File: config.mk
export PLATFORM = sky130hd
export DESIGN_NAME = periodic_task_dispatcher_unit
export DESIGN_NICKNAME = d
export VERILOG_FILES = /design/src/rtl/pdu_pkg.sv /design/src/rtl/pdu_slot_ram.sv /design/src/rtl/periodic_task_dispatcher_unit.sv
export SDC_FILE = /design/constraint.sdc
export NUM_CORES = 1
export LEC_CHECK = 0
export ABC_AREA = 1
export BUFFER_PORTS_ARGS = -buffer_cell sky130_fd_sc_hd__buf_2
export CAP_MARGIN = 30
export CORE_AREA = 3 3 166 184
export CTS_BUF_LIST = sky130_fd_sc_hd__clkbuf_8
export DETAILED_ROUTE_END_ITERATION = 12
export DIE_AREA = 0 0 169 187
export GPL_TIMING_DRIVEN = 1
export PLACE_DENSITY_LB_ADDON = 0.08
export SETUP_SLACK_MARGIN = 0.2
export SLEW_MARGIN = 20
export SYNTH_ARGS = -nofsm -noshare
export SYNTH_HDL_FRONTEND = slang
export SYNTH_HIERARCHICAL = 1
export SYNTH_SLANG_ARGS = --single-unit
File: constraint.sdc
create_clock -name clk_i -period 4.5 [get_ports clk_i]
set_input_delay 0.225 -clock clk_i [delete_from_list [all_inputs] [get_ports clk_i]]
set_output_delay 0.225 -clock clk_i [all_outputs]
set_load 0.005 [all_outputs]
File: src/rtl/pdu_pkg.sv
// Shared types and constants for the periodic task dispatcher.
// Used by pdu_slot_ram and periodic_task_dispatcher_unit; depends on nothing.
`timescale 1ns / 1ps
`default_nettype none

package pdu_pkg;

  // Table size and the usable capacity (task ids are three bits wide)
  localparam int TASK_SLOTS = 8;
  localparam int SLOT_CAP   = (TASK_SLOTS < 8) ? TASK_SLOTS : 8;
  localparam int IDX_W      = (SLOT_CAP > 1) ? $clog2(SLOT_CAP) : 1;

  typedef logic [IDX_W-1:0] idx_t;
  typedef logic [3:0]       cnt_t;
  typedef logic [2:0]       task_id_t;
  typedef logic [15:0]      tick_t;

  typedef enum logic [1:0] {
    REQ_CLEAR  = 2'd0,
    REQ_CREATE = 2'd1,
    REQ_SCAN   = 2'd2
  } req_type_e;

  typedef enum logic [2:0] {
    RESP_CLEARED = 3'd0,
    RESP_CREATED = 3'd1,
    RESP_REFUSED = 3'd2,
    RESP_DUE     = 3'd3,
    RESP_IDLE    = 3'd4
  } resp_kind_e;

  typedef enum logic [1:0] {
    ST_IDLE,
    ST_EVAL,
    ST_END
  } state_e;

  typedef struct packed {
    logic [1:0] req_type;
    tick_t      period;
    tick_t      tick_now;
  } req_t;

  typedef struct packed {
    logic [2:0] resp_kind;
    task_id_t   task_id;
    logic       last_of_run;
  } resp_t;

  // One table entry
  typedef struct packed {
    tick_t period;
    tick_t ref_time;
  } slot_t;

  // Write port bundle of the slot memory
  typedef struct packed {
    logic  en;
    idx_t  addr;
    slot_t data;
  } slot_wr_t;

endpackage

`default_nettype wire

File: src/rtl/pdu_slot_ram.sv
// Slot table memory: one write port, one read port, registered read data.
// Depends on pdu_pkg for the entry and write-port types.
`timescale 1ns / 1ps
`default_nettype none

module pdu_slot_ram (
  input  wire logic             clk_i,
  input  wire pdu_pkg::slot_wr_t wr_i,
  input  wire logic             rd_en_i,
  input  wire pdu_pkg::idx_t    rd_addr_i,
  output pdu_pkg::slot_t        rd_data_o
);

  pdu_pkg::slot_t mem_q [pdu_pkg::SLOT_CAP];
  pdu_pkg::slot_t rd_data_q;

  always_ff @(posedge clk_i) begin
    if (wr_i.en) begin
      mem_q[wr_i.addr] <= wr_i.data;
    end
  end

  // Hold the read data until the next read
  always_ff @(posedge clk_i) begin
    if (rd_en_i) begin
      rd_data_q <= mem_q[rd_addr_i];
    end
  end

  assign rd_data_o = rd_data_q;

endmodule

`default_nettype wire

File: src/rtl/periodic_task_dispatcher_unit.sv
// Top level of the periodic task dispatcher: request decode, scan sequencer, output register.
// Depends on pdu_pkg and pdu_slot_ram.
`timescale 1ns / 1ps
`default_nettype none

// Periodic task dispatcher. Keeps up to eight task slots (period and reference tick) in a
// single-port-read, single-port-write slot memory. A clear or create transaction gives one
// result in the output register. A scan walks the used slots one per cycle through the
// memory read port while no due slot waits for room in the output register: it accepts
// the request and reads the first used slot, evaluates each used slot in turn, then closes
// with a final result. Due results are held back by one slot so that the last one
// can carry last_of_run; a scan with nothing due gives a single idle result. Clearing only
// resets the fill count: slots beyond the count are never read before they are rewritten.
// Input transactions are taken only while the sequencer is idle and the output register can
// take a result; request code 3 is taken and dropped without a result.
module periodic_task_dispatcher_unit (
  input  wire logic           clk_i,
  input  wire logic           rst_ni,
  input  wire logic           in_valid_i,
  output logic                in_stall_o,
  input  wire pdu_pkg::req_t  in_req_i,
  output logic                out_valid_o,
  input  wire logic           out_stall_i,
  output pdu_pkg::resp_t      out_resp_o
);

  pdu_pkg::state_e   state_q, state_d;
  pdu_pkg::idx_t     idx_q, idx_d;
  pdu_pkg::cnt_t     used_q, used_d;
  pdu_pkg::tick_t    tick_q, tick_d;
  logic              pend_valid_q, pend_valid_d;
  pdu_pkg::idx_t     pend_id_q, pend_id_d;
  logic              out_valid_q, out_valid_d;
  pdu_pkg::resp_t    out_q, out_d;

  pdu_pkg::slot_wr_t slot_wr;
  logic              rd_en;
  pdu_pkg::idx_t     rd_addr;
  pdu_pkg::slot_t    rd_data;

  logic              out_free;
  logic              in_acc;
  logic              emit;
  pdu_pkg::tick_t    elapsed;
  logic              due;
  logic              last_slot;

  pdu_slot_ram u_slot_ram (
    .clk_i     (clk_i),
    .wr_i      (slot_wr),
    .rd_en_i   (rd_en),
    .rd_addr_i (rd_addr),
    .rd_data_o (rd_data)
  );

  // The output register can take a new result this cycle
  assign out_free   = !out_valid_q || !out_stall_i;
  assign in_stall_o = (state_q != pdu_pkg::ST_IDLE) || !out_free;
  assign in_acc     = in_valid_i && !in_stall_o;

  // Wrap-safe elapsed time of the slot under evaluation
  assign elapsed   = tick_q - rd_data.ref_time;
  assign due       = (elapsed >= rd_data.period);
  assign last_slot = (pdu_pkg::cnt_t'(idx_q) + pdu_pkg::cnt_t'(1)) == used_q;

  always_comb begin
    state_d      = state_q;
    idx_d        = idx_q;
    used_d       = used_q;
    tick_d       = tick_q;
    pend_valid_d = pend_valid_q;
    pend_id_d    = pend_id_q;
    out_d        = out_q;
    emit         = 1'b0;
    rd_en        = 1'b0;
    rd_addr      = idx_q;
    slot_wr      = '0;

    case (state_q)
      pdu_pkg::ST_IDLE: begin
        if (in_acc) begin
          case (in_req_i.req_type)
            pdu_pkg::REQ_CLEAR: begin
              used_d = '0;
              emit   = 1'b1;
              out_d  = '{resp_kind: pdu_pkg::RESP_CLEARED, task_id: '0, last_of_run: 1'b1};
            end
            pdu_pkg::REQ_CREATE: begin
              emit = 1'b1;
              if ((in_req_i.period == '0) ||
                  (used_q >= pdu_pkg::cnt_t'(pdu_pkg::SLOT_CAP))) begin
                out_d = '{resp_kind: pdu_pkg::RESP_REFUSED, task_id: '0, last_of_run: 1'b1};
              end else begin
                // Reference one period back so the task is due on the first scan
                slot_wr.en            = 1'b1;
                slot_wr.addr          = used_q[pdu_pkg::IDX_W-1:0];
                slot_wr.data.period   = in_req_i.period;
                slot_wr.data.ref_time = in_req_i.tick_now - in_req_i.period;
                used_d                = used_q + pdu_pkg::cnt_t'(1);
                out_d = '{resp_kind:   pdu_pkg::RESP_CREATED,
                          task_id:     pdu_pkg::task_id_t'(used_q[pdu_pkg::IDX_W-1:0]),
                          last_of_run: 1'b1};
              end
            end
            pdu_pkg::REQ_SCAN: begin
              tick_d       = in_req_i.tick_now;
              idx_d        = '0;
              pend_valid_d = 1'b0;
              if (used_q == '0) begin
                state_d = pdu_pkg::ST_END;
              end else begin
                // Fetch slot zero now, evaluate it next cycle
                rd_en   = 1'b1;
                rd_addr = '0;
                state_d = pdu_pkg::ST_EVAL;
              end
            end
            default: begin
              // Undefined request: drop it
            end
          endcase
        end
      end

      pdu_pkg::ST_EVAL: begin
        // A due slot with a result already pending needs room in the output register
        if (!due || !pend_valid_q || out_free) begin
          if (due) begin
            slot_wr.en            = 1'b1;
            slot_wr.addr          = idx_q;
            slot_wr.data.period   = rd_data.period;
            slot_wr.data.ref_time = rd_data.ref_time + rd_data.period;
            if (pend_valid_q) begin
              emit  = 1'b1;
              out_d = '{resp_kind:   pdu_pkg::RESP_DUE,
                        task_id:     pdu_pkg::task_id_t'(pend_id_q),
                        last_of_run: 1'b0};
            end
            pend_valid_d = 1'b1;
            pend_id_d    = idx_q;
          end
          if (last_slot) begin
            state_d = pdu_pkg::ST_END;
          end else begin
            // Advance to the next slot; the read data holds otherwise
            rd_en   = 1'b1;
            rd_addr = idx_q + pdu_pkg::idx_t'(1);
            idx_d   = idx_q + pdu_pkg::idx_t'(1);
          end
        end
      end

      pdu_pkg::ST_END: begin
        if (out_free) begin
          emit = 1'b1;
          if (pend_valid_q) begin
            out_d = '{resp_kind:   pdu_pkg::RESP_DUE,
                      task_id:     pdu_pkg::task_id_t'(pend_id_q),
                      last_of_run: 1'b1};
          end else begin
            out_d = '{resp_kind: pdu_pkg::RESP_IDLE, task_id: '0, last_of_run: 1'b1};
          end
          pend_valid_d = 1'b0;
          state_d      = pdu_pkg::ST_IDLE;
        end
      end

      default: begin
        state_d = pdu_pkg::ST_IDLE;
      end
    endcase

    out_valid_d = emit || (out_valid_q && out_stall_i);
  end

  always_ff @(posedge clk_i or negedge rst_ni) begin
    if (!rst_ni) begin
      state_q      <= pdu_pkg::ST_IDLE;
      used_q       <= '0;
      pend_valid_q <= 1'b0;
      out_valid_q  <= 1'b0;
      idx_q        <= '0;
    end else begin
      state_q      <= state_d;
      used_q       <= used_d;
      pend_valid_q <= pend_valid_d;
      out_valid_q  <= out_valid_d;
      idx_q        <= idx_d;
    end
  end

  // Payload registers
  always_ff @(posedge clk_i) begin
    tick_q    <= tick_d;
    pend_id_q <= pend_id_d;
    out_q     <= out_d;
  end

  assign out_valid_o = out_valid_q;
  assign out_resp_o  = out_q;

endmodule

`default_nettype wire
==> key figures <==
Run status
  – Result of the run: completed

Die
  – Die Y-Extent: 187 um
  – Die Width: 169 um
  – Rows: 65
  – Core ar.: 0.0287 mm2
  – Initial Utilization: 59.2%
  – Top-Level Pins: 47
  – DIE AREA: 0.0316 mm2

Clocking
  – H-tree depth: 2
  – Max clock buf depth: 3
  – Clock slew at the register clock pins of the worst setup and hold paths: 70 ps
  – TritonCTS clock tree: yes
  – Clock Latency Late Sink: 610 ps
  – Sink Count: 325
  – Clock root cell: clkbuf_8
  – TritonCTS Buffers: 52

Layout
  – Area Overhead vs Synth: 15.9%
  – Most common cell after layout, fill and taps aside: nand2_1
  – Area occupied by multi-input gates: 0.00580 mm2
  – Ant. Diodes: 0
  – Storage element area: slightly below 0.01 mm2
  – Nets: 2094
  – Layout cells sized above 1: about an eighth
  – FILL cells: 2239
  – Commonest cells after routing, fill and taps aside: nand2_1 (576), inv_1 (387), edfxtp_1 (314)

Yosys
  – Syn_nets: 1961
  – Ys Warns: 6
  – Synth cell types: 37
  – Most area-consuming cells after synthesis: edfxtp_1 (55%), nand2_1 (13%), inv_1 (8.2%)
  – Post-synth top area share: 55.5%
  – Seq/Total Area, Yosys: 57.1%
  – Synth area leader: edfxtp_1
  – Synthesized cell area: 0.0170 mm2
  – Avg Inst Size Synth: around 9.2 um2
  – Gate count of the mapped netlist: between 1500 and 2000
  – Synthesized flop and latch total: between 300 and 400

Power and ir drop
  – Lkg Pwr: 9.24 nW
  – Maximum vdd drop: 0.409 mV
  – Design Power: 14.6 mW
  – PD cells: 742 mW/mm2

Hold path
  – Hold Path Class: in2async

STA
  – Slew Limit Fails: 0
  – Minimum clock period: about 4100 ps
  – Hold Fails Final Rpt: 0
  – Setup tns final: 0 ps
  – RSZ-0062 raised after global routing: true
  – Clock Skews: 40.9 ps
  – Worst-margin pin slew: around 950 ps
  – Rel. slew slack: 36.2%
  – Final cycle utilization of the critical path: 92.0%
  – FMAX: around 0.24 GHz
  – Setup violations, final: 0
  – Final WS setup: 360 ps
  – Hold slack: 15.9 ps

Placement
  – Number of port buffers: 46
  – Placed wire-length estimate: about 28000 um
  – DP Worst Slack: 24.0 ps
  – Placer congestion estimate: 0.893

GRT
  – First-pass GRT wire length: 65600 um
  – Pin count of the biggest net entering global routing: 65
  – Global route overflow: 0
  – Initial antenna violation count: 0
  – Vias in the first global route: ~12000
  – Gr usage total: 26.5%

Routing
  – Drt initial violations: 1030
  – Met1 WL: 19000 um
  – Via density: 5.32
  – Total Wirelength: 43000 um
  – Routed length per placed instance: 17.9 um
  – Met3 Wirelength: between 3000 and 4000 um
  – DRC: 0
  – Top Layer Used: met4
  – DR WL met2: just over 20000 um
  – Drt first pass iters: 5
  – Vias: 12800
  – Routed Antenna Nets: 0

Critical path
  – Critical path's largest stage delay: 420 ps
  – Critical Path Source Type: flip-flop
  – Arr. time, crit path: between 4000 and 5000 ps
  – Crit path cell chain: ha_1 > fa_2 > o21ai_2 > a21oi_2 > o21ai_2 > a21oi_1 > xor2_1 > ha_1 > nand4_1 > nor3_1 > nand2_1 > nand2_4 > nand3_2 > o22ai_1 > buf_4 > nand2_1 > nor2_4 > buf_12
  – Crit-path max FO: 32
  – Kind of critical path: reg2reg
  – Critical Path RT: 4760 ps
  – Slowest CP cell: edfxtp_1
  – Crit end category: flip-flop

Flow run
  – Maxcap violations: 0
==> cells in the mapped netlist, drive strengths merged <==
cell / number
nand4: 14
a31oi: 4
o31ai: 4
fa: 3
xnor2: 18
nor4: 2
nand3: 174
ha: 69
o22ai: 23
dfrtp: 11
o221ai: 1
o21bai: 8
o21ai: 39
and2: 1
clkbuf: 9
a21o: 7
buf: 46
a22oi: 1
o21a: 3
nand3b: 2
nor2: 54
a21oi: 54
xor2: 18
nor3: 10
edfxtp: 314
nand2: 586
inv: 376
==> repair_timing <==
action / CTS / global route
hold buffers: 21 / 0
pin swaps: 0 / 5
hold endpoints to repair: 30 / 0
buffers inserted: 0 / 10
setup endpoints to repair: 396 / 433
gates cloned: 0 / 7
resized for setup: 8 / 47
==> cells by family (layout without fill, tap and decap cells) <==
logic type	after synthesis	after routing	share of synthesized area (%)
AOI/OAI and AO/OA	144	144	4.85
xor gates and xnor gates	36	36	1.86
adders and majority gates	72	72	5.43
buffers and inverters	431	608	10.3
DFF	325	325	57.1
and+or+nand+nor	843	843	20.4
==> through the flow <==
step / instance area (um2) / cells / util, %
6_report: 19700 / 2396 / 68.6
5_1_grt: 19700 / 2396 / 68.6
4_1_cts: 19200 / 2378 / 66.9
3_5_place_dp: 18000 / 2259 / 62.6
3_3_place_gp: 18000 / 2259 / 62.6
2_1_floorplan: 17000 / 1851 / -
==> where the power goes <==
group          switching [mW]  leakage [nW]  internal (mW)
sequential              0.268          3.05           4.24
combinational            4.93          5.63           2.79
clock                    1.16         0.563           1.22
total                    6.36          9.24           8.25
==> state kept, by name, summed over array words and instances (netlist names) <==
register / flops
used_q: 4
u_slot_ram/rd_data_o: 32
state_q: 2
out_valid_o: 1
idx_q: 3
tick_q: 16
pend_valid_q: 1
out_resp_o: 7
pend_id_q: 3
u_slot_ram/mem_q: 256
==> cell type report <==
| class | count | share of cell area, % |
|---|---|---|
| multi-input cells | 1095 | 29.4 |
| clock inverters | 45 | 1.25 |
| inverters | 376 | 7.23 |
| flip-flops and latches | 325 | 49.3 |
| repair buffers | 134 | 6.75 |
| clock buffers | 53 | 3.70 |
| well taps | 368 | 2.34 |
==> worst max-delay path: cells and delay by family, from the launching register on <==
kind | cells | cell delay (ps)
AOI/OAI and AO/OA | 5 | 800
adders and majority gates | 3 | 960
buffers and inverters | 2 | 450
xor gates and xnor gates | 1 | 160
DFF | 1 | 420
and+or+nand+nor | 7 | 980
==> final timing paths <==
check	to	slack (ps)	cells after the start	start
worst max-delay path	u_slot_ram/mem_q[7][30]	360	18	u_slot_ram/rd_data_o[0]
worst min-delay path	pend_valid_q	20	2	rst_ni
worst max register to register	u_slot_ram/mem_q[7][30]	360	18	u_slot_ram/rd_data_o[0]
worst min register to register	state_q[1]	550	2	state_q[1]
max in group asynchronous	used_q[1]	4270	2	rst_ni
min in group clk_i	u_slot_ram/mem_q[0][31]	190	4	in_req_i[31]
==> metal layers <==
metal	up-vias	track usage, %
met5	-	0
met4	0	7.40
met3	64	3.83
met2	439	42.6
met1	6007	38.1
li1	6247	-
Note: power is estimated with default switching activity, not from simulation.
